`src/rtl/bit_deposit_extract_unit_macros.svh`:
```
// ----------------------------------------------------------------------------
// Assertion macros for the bit deposit / extract unit
// Concurrent checks that compile away when SYNTHESIS is defined.
// ----------------------------------------------------------------------------
`ifndef BIT_DEPOSIT_EXTRACT_UNIT_MACROS_SVH
`define BIT_DEPOSIT_EXTRACT_UNIT_MACROS_SVH
`ifndef SYNTHESIS
`define BDE_ASSERT_IMPLY(label, clk, rst_n, ante, cons, msg) \
    label: assert property (@(posedge clk) disable iff (!(rst_n)) (ante) |-> (cons)) \
        else $error(msg);
`define BDE_ASSERT_NEVER(label, clk, rst_n, cond, msg) \
    label: assert property (@(posedge clk) disable iff (!(rst_n)) !(cond)) \
        else $error(msg);
`else
`define BDE_ASSERT_IMPLY(label, clk, rst_n, ante, cons, msg)
`define BDE_ASSERT_NEVER(label, clk, rst_n, cond, msg)
`endif
`endif

```
`src/rtl/bde_pkg.sv`:
```
// ----------------------------------------------------------------------------
// Bit deposit / extract package
// Field widths, default data path width and operation codes.
// ----------------------------------------------------------------------------
package bde_pkg;

    // width of every data field on the ports
    localparam int BDE_WORD_WIDTH = 64;
    // default width of the internal data path
    localparam int BDE_DATA_WIDTH = 64;

    typedef enum logic {
        BDE_OP_DEPOSIT = 1'b0,
        BDE_OP_EXTRACT = 1'b1
    } op_t;

endpackage

```
`src/rtl/bit_deposit_extract_unit.sv`:
```
// ----------------------------------------------------------------------------
// Bit deposit / extract unit
// Pipelined parallel bit deposit (scatter) and extract (gather) on one word.
// ----------------------------------------------------------------------------
// Usage:
//   Input items arrive on the s_axis channel: s_axis_tdata carries the source
//   word (bits 63:0) and the select mask (bits 127:64); s_axis_tuser selects
//   the operation (0 = deposit, 1 = extract). Results leave on the m_axis
//   channel as one 64-bit word per item, in the order the items came in.
//   Only the low DATA_WIDTH bits of source and mask take part; result bits at
//   and above DATA_WIDTH are zero. A source or mask of all ones gives all ones.
//   From input acceptance to m_axis_tvalid, the accepting edge loads the
//   operand register, and the zero-count, gather and output registers
//   (scatter and result select feed the last) follow in that order. The unit
//   takes one item per cycle while the receiver keeps up, since each of the
//   four register stages passes one item per cycle.
//   Each stage advances when it is empty or its successor advances, so a
//   stalled receiver fills the bubbles first and then drops s_axis_tready;
//   nothing is lost or repeated. Reset clears all valid bits but not the
//   data registers; no clearing pass is needed.
// ----------------------------------------------------------------------------
`include "bit_deposit_extract_unit_macros.svh"

module bit_deposit_extract_unit
    import bde_pkg::*;
#(
    parameter int DATA_WIDTH = BDE_DATA_WIDTH
) (
    input  logic                          aclk,
    input  logic                          aresetn,
    input  logic                          s_axis_tvalid,
    output logic                          s_axis_tready,
    // [63:0] source_word, [127:64] select_mask
    input  logic [2*BDE_WORD_WIDTH-1:0]   s_axis_tdata,
    // [0] operation
    input  logic                          s_axis_tuser,
    output logic                          m_axis_tvalid,
    input  logic                          m_axis_tready,
    // [63:0] result_word
    output logic [BDE_WORD_WIDTH-1:0]     m_axis_tdata
);

    localparam int LOG_W = $clog2(DATA_WIDTH);
    // a zero count never exceeds DATA_WIDTH - 1
    localparam int CNT_W = LOG_W;
    localparam logic [DATA_WIDTH-1:0]     DATA_ONES = {DATA_WIDTH{1'b1}};
    localparam logic [BDE_WORD_WIDTH-1:0] WORD_MASK = BDE_WORD_WIDTH'(DATA_ONES);

    // ------------------------------------------------------------------------
    // Stage handshake: a stage loads when it is empty or its successor loads
    // ------------------------------------------------------------------------
    logic s1_valid_reg, s2_valid_reg, s3_valid_reg, out_valid_reg;
    logic s1_ready, s2_ready, s3_ready, out_ready;

    assign out_ready     = !out_valid_reg || m_axis_tready;
    assign s3_ready      = !s3_valid_reg || out_ready;
    assign s2_ready      = !s2_valid_reg || s3_ready;
    assign s1_ready      = !s1_valid_reg || s2_ready;
    assign s_axis_tready = s1_ready;

    // ------------------------------------------------------------------------
    // Stage 1: capture operands, trim to the data path, flag void operands
    // ------------------------------------------------------------------------
    logic [DATA_WIDTH-1:0] s1_src_reg, s1_sel_reg;
    op_t                   s1_op_reg;
    logic                  s1_void_reg;
    logic [DATA_WIDTH-1:0] in_src, in_sel;

    assign in_src = s_axis_tdata[0 +: DATA_WIDTH];
    assign in_sel = s_axis_tdata[BDE_WORD_WIDTH +: DATA_WIDTH];

    always_ff @(posedge aclk) begin
        if (!aresetn) begin
            s1_valid_reg <= 1'b0;
        end else if (s1_ready) begin
            s1_valid_reg <= s_axis_tvalid;
        end
        if (s1_ready) begin
            s1_src_reg  <= in_src;
            s1_sel_reg  <= in_sel;
            s1_op_reg   <= op_t'(s_axis_tuser);
            s1_void_reg <= (in_src == DATA_ONES) || (in_sel == DATA_ONES);
        end
    end

    // ------------------------------------------------------------------------
    // Stage 2: per bit, count the mask zeros below it (Kogge-Stone prefix).
    // That count is how far a selected bit travels in the gather.
    // ------------------------------------------------------------------------
    logic [CNT_W-1:0]      ks [LOG_W+1][DATA_WIDTH];
    logic [CNT_W-1:0]      s2_zcnt_reg [DATA_WIDTH];
    logic [DATA_WIDTH-1:0] s2_src_reg, s2_sel_reg;
    op_t                   s2_op_reg;
    logic                  s2_void_reg;

    always_comb begin
        int sh;
        ks[0][0] = '0;
        for (int i = 1; i < DATA_WIDTH; i++) begin
            ks[0][i] = {{(CNT_W-1){1'b0}}, ~s1_sel_reg[i-1]};
        end
        for (int l = 0; l < LOG_W; l++) begin
            sh = 1 << l;
            for (int i = 0; i < DATA_WIDTH; i++) begin
                ks[l+1][i] = ks[l][i];
                if (i >= sh) begin
                    ks[l+1][i] = ks[l][i] + ks[l][i-sh];
                end
            end
        end
    end

    always_ff @(posedge aclk) begin
        if (!aresetn) begin
            s2_valid_reg <= 1'b0;
        end else if (s2_ready) begin
            s2_valid_reg <= s1_valid_reg;
        end
        if (s2_ready) begin
            s2_zcnt_reg <= ks[LOG_W];
            s2_src_reg  <= s1_src_reg;
            s2_sel_reg  <= s1_sel_reg;
            s2_op_reg   <= s1_op_reg;
            s2_void_reg <= s1_void_reg;
        end
    end

    // ------------------------------------------------------------------------
    // Stage 3: gather network. At level j a selected bit moves down by 2^j
    // when bit j of its zero count is set; smallest moves first keeps the
    // bits from colliding. The move masks of each level are kept for the
    // scatter, which runs the same network backwards.
    // ------------------------------------------------------------------------
    logic [DATA_WIDTH-1:0] occ [LOG_W+1];
    logic [DATA_WIDTH-1:0] dat [LOG_W+1];
    logic [CNT_W-1:0]      tag [LOG_W+1][DATA_WIDTH];
    logic [DATA_WIDTH-1:0] move [LOG_W];
    logic                  collide;

    logic [DATA_WIDTH-1:0] s3_move_reg [LOG_W];
    logic [DATA_WIDTH-1:0] s3_ext_reg, s3_src_reg, s3_sel_reg;
    op_t                   s3_op_reg;
    logic                  s3_void_reg;

    always_comb begin
        int   sh;
        logic stay_b, from_hi;
        occ[0]  = s2_sel_reg;
        dat[0]  = s2_src_reg;
        tag[0]  = s2_zcnt_reg;
        collide = 1'b0;
        for (int j = 0; j < LOG_W; j++) begin
            sh = 1 << j;
            for (int i = 0; i < DATA_WIDTH; i++) begin
                stay_b     = occ[j][i] && !tag[j][i][j];
                move[j][i] = occ[j][i] && tag[j][i][j];
                from_hi    = 1'b0;
                if (i + sh < DATA_WIDTH) begin
                    from_hi = occ[j][i+sh] && tag[j][i+sh][j];
                end
                collide       = collide || (stay_b && from_hi);
                occ[j+1][i]   = stay_b || from_hi;
                tag[j+1][i]   = tag[j][i];
                dat[j+1][i]   = dat[j][i];
                if (from_hi) begin
                    tag[j+1][i] = tag[j][i+sh];
                    dat[j+1][i] = dat[j][i+sh];
                end
            end
        end
    end

    always_ff @(posedge aclk) begin
        if (!aresetn) begin
            s3_valid_reg <= 1'b0;
        end else if (s3_ready) begin
            s3_valid_reg <= s2_valid_reg;
        end
        if (s3_ready) begin
            s3_move_reg <= move;
            // drop the leftovers above the packed bits
            s3_ext_reg  <= dat[LOG_W] & occ[LOG_W];
            s3_src_reg  <= s2_src_reg;
            s3_sel_reg  <= s2_sel_reg;
            s3_op_reg   <= s2_op_reg;
            s3_void_reg <= s2_void_reg;
        end
    end

    // ------------------------------------------------------------------------
    // Stage 4: scatter network (largest move first, upward), then select the
    // result and hold it in the output register.
    // ------------------------------------------------------------------------
    logic [DATA_WIDTH-1:0]     xp [LOG_W+1];
    logic [DATA_WIDTH-1:0]     dep_word, res_word;
    logic [BDE_WORD_WIDTH-1:0] out_data_reg;

    always_comb begin
        int sh;
        xp[LOG_W] = s3_src_reg;
        for (int j = LOG_W - 1; j >= 0; j--) begin
            sh = 1 << j;
            for (int i = 0; i < DATA_WIDTH; i++) begin
                xp[j][i] = xp[j+1][i];
                if (i >= sh) begin
                    if (s3_move_reg[j][i]) begin
                        xp[j][i] = xp[j+1][i-sh];
                    end
                end
            end
        end
        dep_word = xp[0] & s3_sel_reg;
    end

    always_comb begin
        if (s3_void_reg) begin
            res_word = DATA_ONES;
        end else if (s3_op_reg == BDE_OP_EXTRACT) begin
            res_word = s3_ext_reg;
        end else begin
            res_word = dep_word;
        end
    end

    always_ff @(posedge aclk) begin
        if (!aresetn) begin
            out_valid_reg <= 1'b0;
        end else if (out_ready) begin
            out_valid_reg <= s3_valid_reg;
        end
        if (out_ready) begin
            out_data_reg <= BDE_WORD_WIDTH'(res_word);
        end
    end

    assign m_axis_tvalid = out_valid_reg;
    assign m_axis_tdata  = out_data_reg;

    // ------------------------------------------------------------------------
    // Checks
    // ------------------------------------------------------------------------
    `BDE_ASSERT_NEVER(a_no_collide, aclk, aresetn, s2_valid_reg && collide,
        "gather network collision")
    `BDE_ASSERT_IMPLY(a_bits_kept, aclk, aresetn, s2_valid_reg,
        $countones(occ[LOG_W]) == $countones(s2_sel_reg), "gather lost or made bits")
    `BDE_ASSERT_IMPLY(a_high_zero, aclk, aresetn, out_valid_reg,
        (out_data_reg & ~WORD_MASK) == '0, "result bits above data path set")
    `BDE_ASSERT_IMPLY(a_full_stall, aclk, aresetn,
        s1_valid_reg && s2_valid_reg && s3_valid_reg && out_valid_reg && !m_axis_tready,
        !s_axis_tready, "input accepted into a full stalled pipe")

endmodule
```
`config.mk`:
```
export PLATFORM = sky130hd
export DESIGN_NAME = bit_deposit_extract_unit
export DESIGN_NICKNAME = d
export VERILOG_FILES = /design/src/rtl/bde_pkg.sv /design/src/rtl/bit_deposit_extract_unit.sv
export VERILOG_INCLUDE_DIRS = /design/src /design/src/rtl
export SDC_FILE = /design/constraint.sdc
export NUM_CORES = 2
export LEC_CHECK = 0
export ABC_AREA = 1
export BUFFER_PORTS_ARGS = -buffer_cell sky130_fd_sc_hd__buf_2
export CAP_MARGIN = 25
export CELL_PAD_IN_SITES_DETAIL_PLACEMENT = 1
export CELL_PAD_IN_SITES_GLOBAL_PLACEMENT = 1
export CORE_MARGIN = 8
export CORE_UTILIZATION = 45
export CTS_CLUSTER_SIZE = 12
export DETAILED_ROUTE_END_ITERATION = 10
export PLACE_DENSITY_LB_ADDON = 0.1
export SKIP_LAST_GASP = 1
export SYNTH_ARGS = -nofsm -noshare
export SYNTH_HDL_FRONTEND = slang
export SYNTH_SLANG_ARGS = --single-unit
```
`constraint.sdc`:
```
create_clock -name aclk -period 28.1 [get_ports aclk]
set_input_delay 5.62 -clock aclk [delete_from_list [all_inputs] [get_ports aclk]]
set_output_delay 5.62 -clock aclk [all_outputs]
set_load 0.02 [all_outputs]
```
==> flow_metrics.env <==
export IMPL_post_cts_resize_count=0
export IMPL_largest_register_ff_count=347
export IMPL_slew_limit_headroom_pct=19.0
export IMPL_cts_buffers_inserted=144
export IMPL_die_w_um=457
export IMPL_synth_nets=11300
export IMPL_drive_gt1_share_pct=7.67
export IMPL_die_height_um=457
export IMPL_worstPathMaxFanout=139
export IMPL_clock_tree_htree_level_count=4
export IMPL_worst_setup_path_start_kind="input pin"
export IMPL_clock_sink_count=1190
export IMPL_outcome="finished clean"
export IMPL_final_min_period_over_clock_period_pct=48.8
export IMPL_layout_fillers=22600
export IMPL_place_port_buffers=198
export IMPL_final_setup_violations=0
export IMPL_synth_edf_count=1186
export IMPL_floorplan_initialDensity_pct=45.4
export IMPL_largest_net_degree_at_the_start_of_global_routing=140
export IMPL_grt_antenna_before_repair=29
export IMPL_num_rows=161
export IMPL_worst_hold_path_type="register to register"
export IMPL_first_global_vias=75400
export IMPL_number_of_instances_in_the_synthesized_netlist=10100
export IMPL_global_route_wire_length_before_repair_um=571000
export IMPL_tritoncts="built"
export IMPL_route_vias_total=76100
export IMPL_place_detailed_hpwl_um=369000
export IMPL_unrepaired_setup_endpoints_after_global_routing="false"
export IMPL_ant_nets=0
export IMPL_layout_cells_most_common="sky130_fd_sc_hd__nand2_1"
export IMPL_routabilityCongestion=1.05
export IMPL_commonest_non_fill_non_tap_cells_in_the_layout="sky130_fd_sc_hd__nand2_1, sky130_fd_sc_hd__inv_1, sky130_fd_sc_hd__edfxtp_1, sky130_fd_sc_hd__nand3_1, sky130_fd_sc_hd__ha_1"
export IMPL_grt_remaining_overflow=0
export IMPL_finalHoldViolCount=0
export IMPL_die_area_mm2=0.209
export IMPL_fin_crit_ps=13720
export IMPL_clock_path_buffers=3
export IMPL_clock_fmax_mhz=72.9
export IMPL_synth_async_sr_flop_share_pct=0
export IMPL_multi_input_comb_area_mm2=0.0447
export IMPL_timing_max_cap_violations=0
export IMPL_path_clk_slew_ps=60
export IMPL_synthesized_flop_and_latch_total=1190
export IMPL_num_nets_final=11600
export IMPL_arrival_ps=8100
export IMPL_post_cts_setup_buffers=0
export IMPL_post_synth_instance_area_mm2=0.0874
export IMPL_drt_pass1_iterations=8
export IMPL_first_iter_violations=9889
export IMPL_cts_root_buffer_cell="sky130_fd_sc_hd__clkbuf_16"
export IMPL_ys_flop_type="sky130_fd_sc_hd__edfxtp_1"
export IMPL_boundaryPins=199
export IMPL_fp_coreArea_mm2=0.193
export IMPL_grt_util_all_layers_pct=39.2
export IMPL_worst_slew_pin_transition_ps=1220
export IMPL_routed_wire_length_um=424000
export IMPL_synth_seq_area_share_pct=40.8
export IMPL_setup_worst_path_class="input pin to output port"
export IMPL_ys_warn_count=0
export IMPL_vias_per_cell=5.84
export IMPL_post_route_drc_count=0
export IMPL_post_drt_wl_per_cell_um=32.5
export IMPL_ctsHoldBuffers=0
export IMPL_clk_latency_ps=840
export IMPL_final_setup_tns_ps=0
export IMPL_ys_types=55
export IMPL_area_growth_pct=10.2
export IMPL_fin_skew_ps=38.7
export IMPL_setup_worst_path_end_class="output port"
export IMPL_layout_area_seq_mm2=0.0357
export IMPL_finalMaxSlewViolations=0
export IMPL_postSynthAreaPerCell_um2=8.69
export IMPL_worstPathRequired_ps=22480
-- kinds of logic (layout without fill, tap and decap cells) --
group           count (synthesis)  count (layout)  share of synthesized area [%]
xor+xnor                      331             331                           3.33
other cells                     0              11                              0
mux                            30              30                          0.349
compound gates               1212            1212                           7.57
buf+inv                      1817            2249                           8.01
fa+ha+maj                    1067            1067                           18.3
simple gates                 4410            4410                           21.6
flops                        1190            1190                           40.8
-- worst max-delay path, cell delays in order --
cell and delay [ps]:
sky130_fd_sc_hd__buf_2 100, sky130_fd_sc_hd__nor2_1 180, sky130_fd_sc_hd__clkinv_2 280, sky130_fd_sc_hd__nor2_1 400
sky130_fd_sc_hd__inv_8 330, sky130_fd_sc_hd__nor2_1 500, sky130_fd_sc_hd__nand2_4 350, sky130_fd_sc_hd__buf_2 290
-- final timing paths --
kind | startpoint | to | slack (ps) | cells past startpoint
worst max-delay path | m_axis_tready | s_axis_tready | 14380 | 8
worst min-delay path | s1_src_reg[59] | s2_src_reg[59] | 410 | 0
worst max register to register | s1_sel_reg[4] | s2_zcnt_reg[17] | 19970 | 28
worst min register to register | s1_src_reg[59] | s2_src_reg[59] | 410 | 0
-- routing by layer --
| layer | part of all wire [%] | vias to the layer above | GRT usage [%] |
|---|---|---|---|
| li1 | - | 33600 | - |
| met1 | 40 | 37900 | 52.3 |
| met2 | 41 | 3691 | 56.7 |
| met3 | 10 | 822 | 9.32 |
| met4 | 8.5 | 8 | 26.1 |
| met5 | 0.011 | - | 0 |
-- Yosys cell counts, types with 8 or more instances --
| master | n | share of area, % |
|---|---|---|
| sky130_fd_sc_hd__buf_4 | 22 | 0.19 |
| sky130_fd_sc_hd__clkbuf_1 | 28 | 0.12 |
| sky130_fd_sc_hd__o21ai_4 | 8 | 0.15 |
| sky130_fd_sc_hd__xor2_1 | 218 | 2.2 |
| sky130_fd_sc_hd__nand2_4 | 30 | 0.39 |
| sky130_fd_sc_hd__nand3_2 | 21 | 0.24 |
| sky130_fd_sc_hd__o21ai_2 | 39 | 0.39 |
| sky130_fd_sc_hd__inv_1 | 1687 | 7.2 |
| sky130_fd_sc_hd__edfxtp_1 | 1186 | 41 |
| sky130_fd_sc_hd__nand2_1 | 2897 | 12 |
| sky130_fd_sc_hd__nor4_1 | 11 | 0.079 |
| sky130_fd_sc_hd__inv_2 | 37 | 0.16 |
| sky130_fd_sc_hd__a21o_1 | 24 | 0.21 |
| sky130_fd_sc_hd__nand3b_1 | 40 | 0.34 |
| sky130_fd_sc_hd__a31oi_1 | 24 | 0.17 |
| sky130_fd_sc_hd__or2_2 | 13 | 0.093 |
| sky130_fd_sc_hd__nand3_1 | 871 | 5.0 |
| sky130_fd_sc_hd__o21a_1 | 15 | 0.13 |
| sky130_fd_sc_hd__mux2i_1 | 26 | 0.30 |
| sky130_fd_sc_hd__buf_6 | 8 | 0.10 |
| sky130_fd_sc_hd__nand4_1 | 55 | 0.39 |
| sky130_fd_sc_hd__o21ai_0 | 634 | 3.6 |
| sky130_fd_sc_hd__fa_1 | 353 | 8.1 |
| sky130_fd_sc_hd__nor2_1 | 273 | 1.2 |
| sky130_fd_sc_hd__ha_1 | 714 | 10 |
| sky130_fd_sc_hd__o2111ai_1 | 10 | 0.10 |
| sky130_fd_sc_hd__a21oi_1 | 335 | 1.9 |
| sky130_fd_sc_hd__o211ai_1 | 26 | 0.22 |
| sky130_fd_sc_hd__buf_2 | 32 | 0.18 |
| sky130_fd_sc_hd__nor2_2 | 15 | 0.11 |
| sky130_fd_sc_hd__o21ai_1 | 62 | 0.35 |
| sky130_fd_sc_hd__nand2_2 | 151 | 1.1 |
| sky130_fd_sc_hd__o21bai_1 | 21 | 0.18 |
| sky130_fd_sc_hd__nor3_1 | 18 | 0.10 |
| sky130_fd_sc_hd__xnor2_1 | 111 | 1.1 |
-- per-stage QoR --
stage	utilization, %	setup WS, ps	hold slack [ps]	cell area, µm²	cells
finish	50.0	14380	413	96300	13000
global route	49.9	14170	421	96300	13000
CTS	49.9	14290	414	96200	13000
detailed placement	47.5	14320	406	91500	12700
global placement	47.5	14380	403	91500	12700
floorplan	-	712	400	87400	10100
-- cell type report --
cell class	instances	share of cell area, %
antenna	11	0.0286
tap	2526	3.28
clock inverter	85	0.977
inverter	1726	6.74
clock buffer	175	3.89
timing repair buffer	263	1.56
sequential	1190	37.1
multi-input combinational	7050	46.5
Power is not shown: default switching activity piles up to over one toggle a cycle in this logic, so the estimate is an artifact.
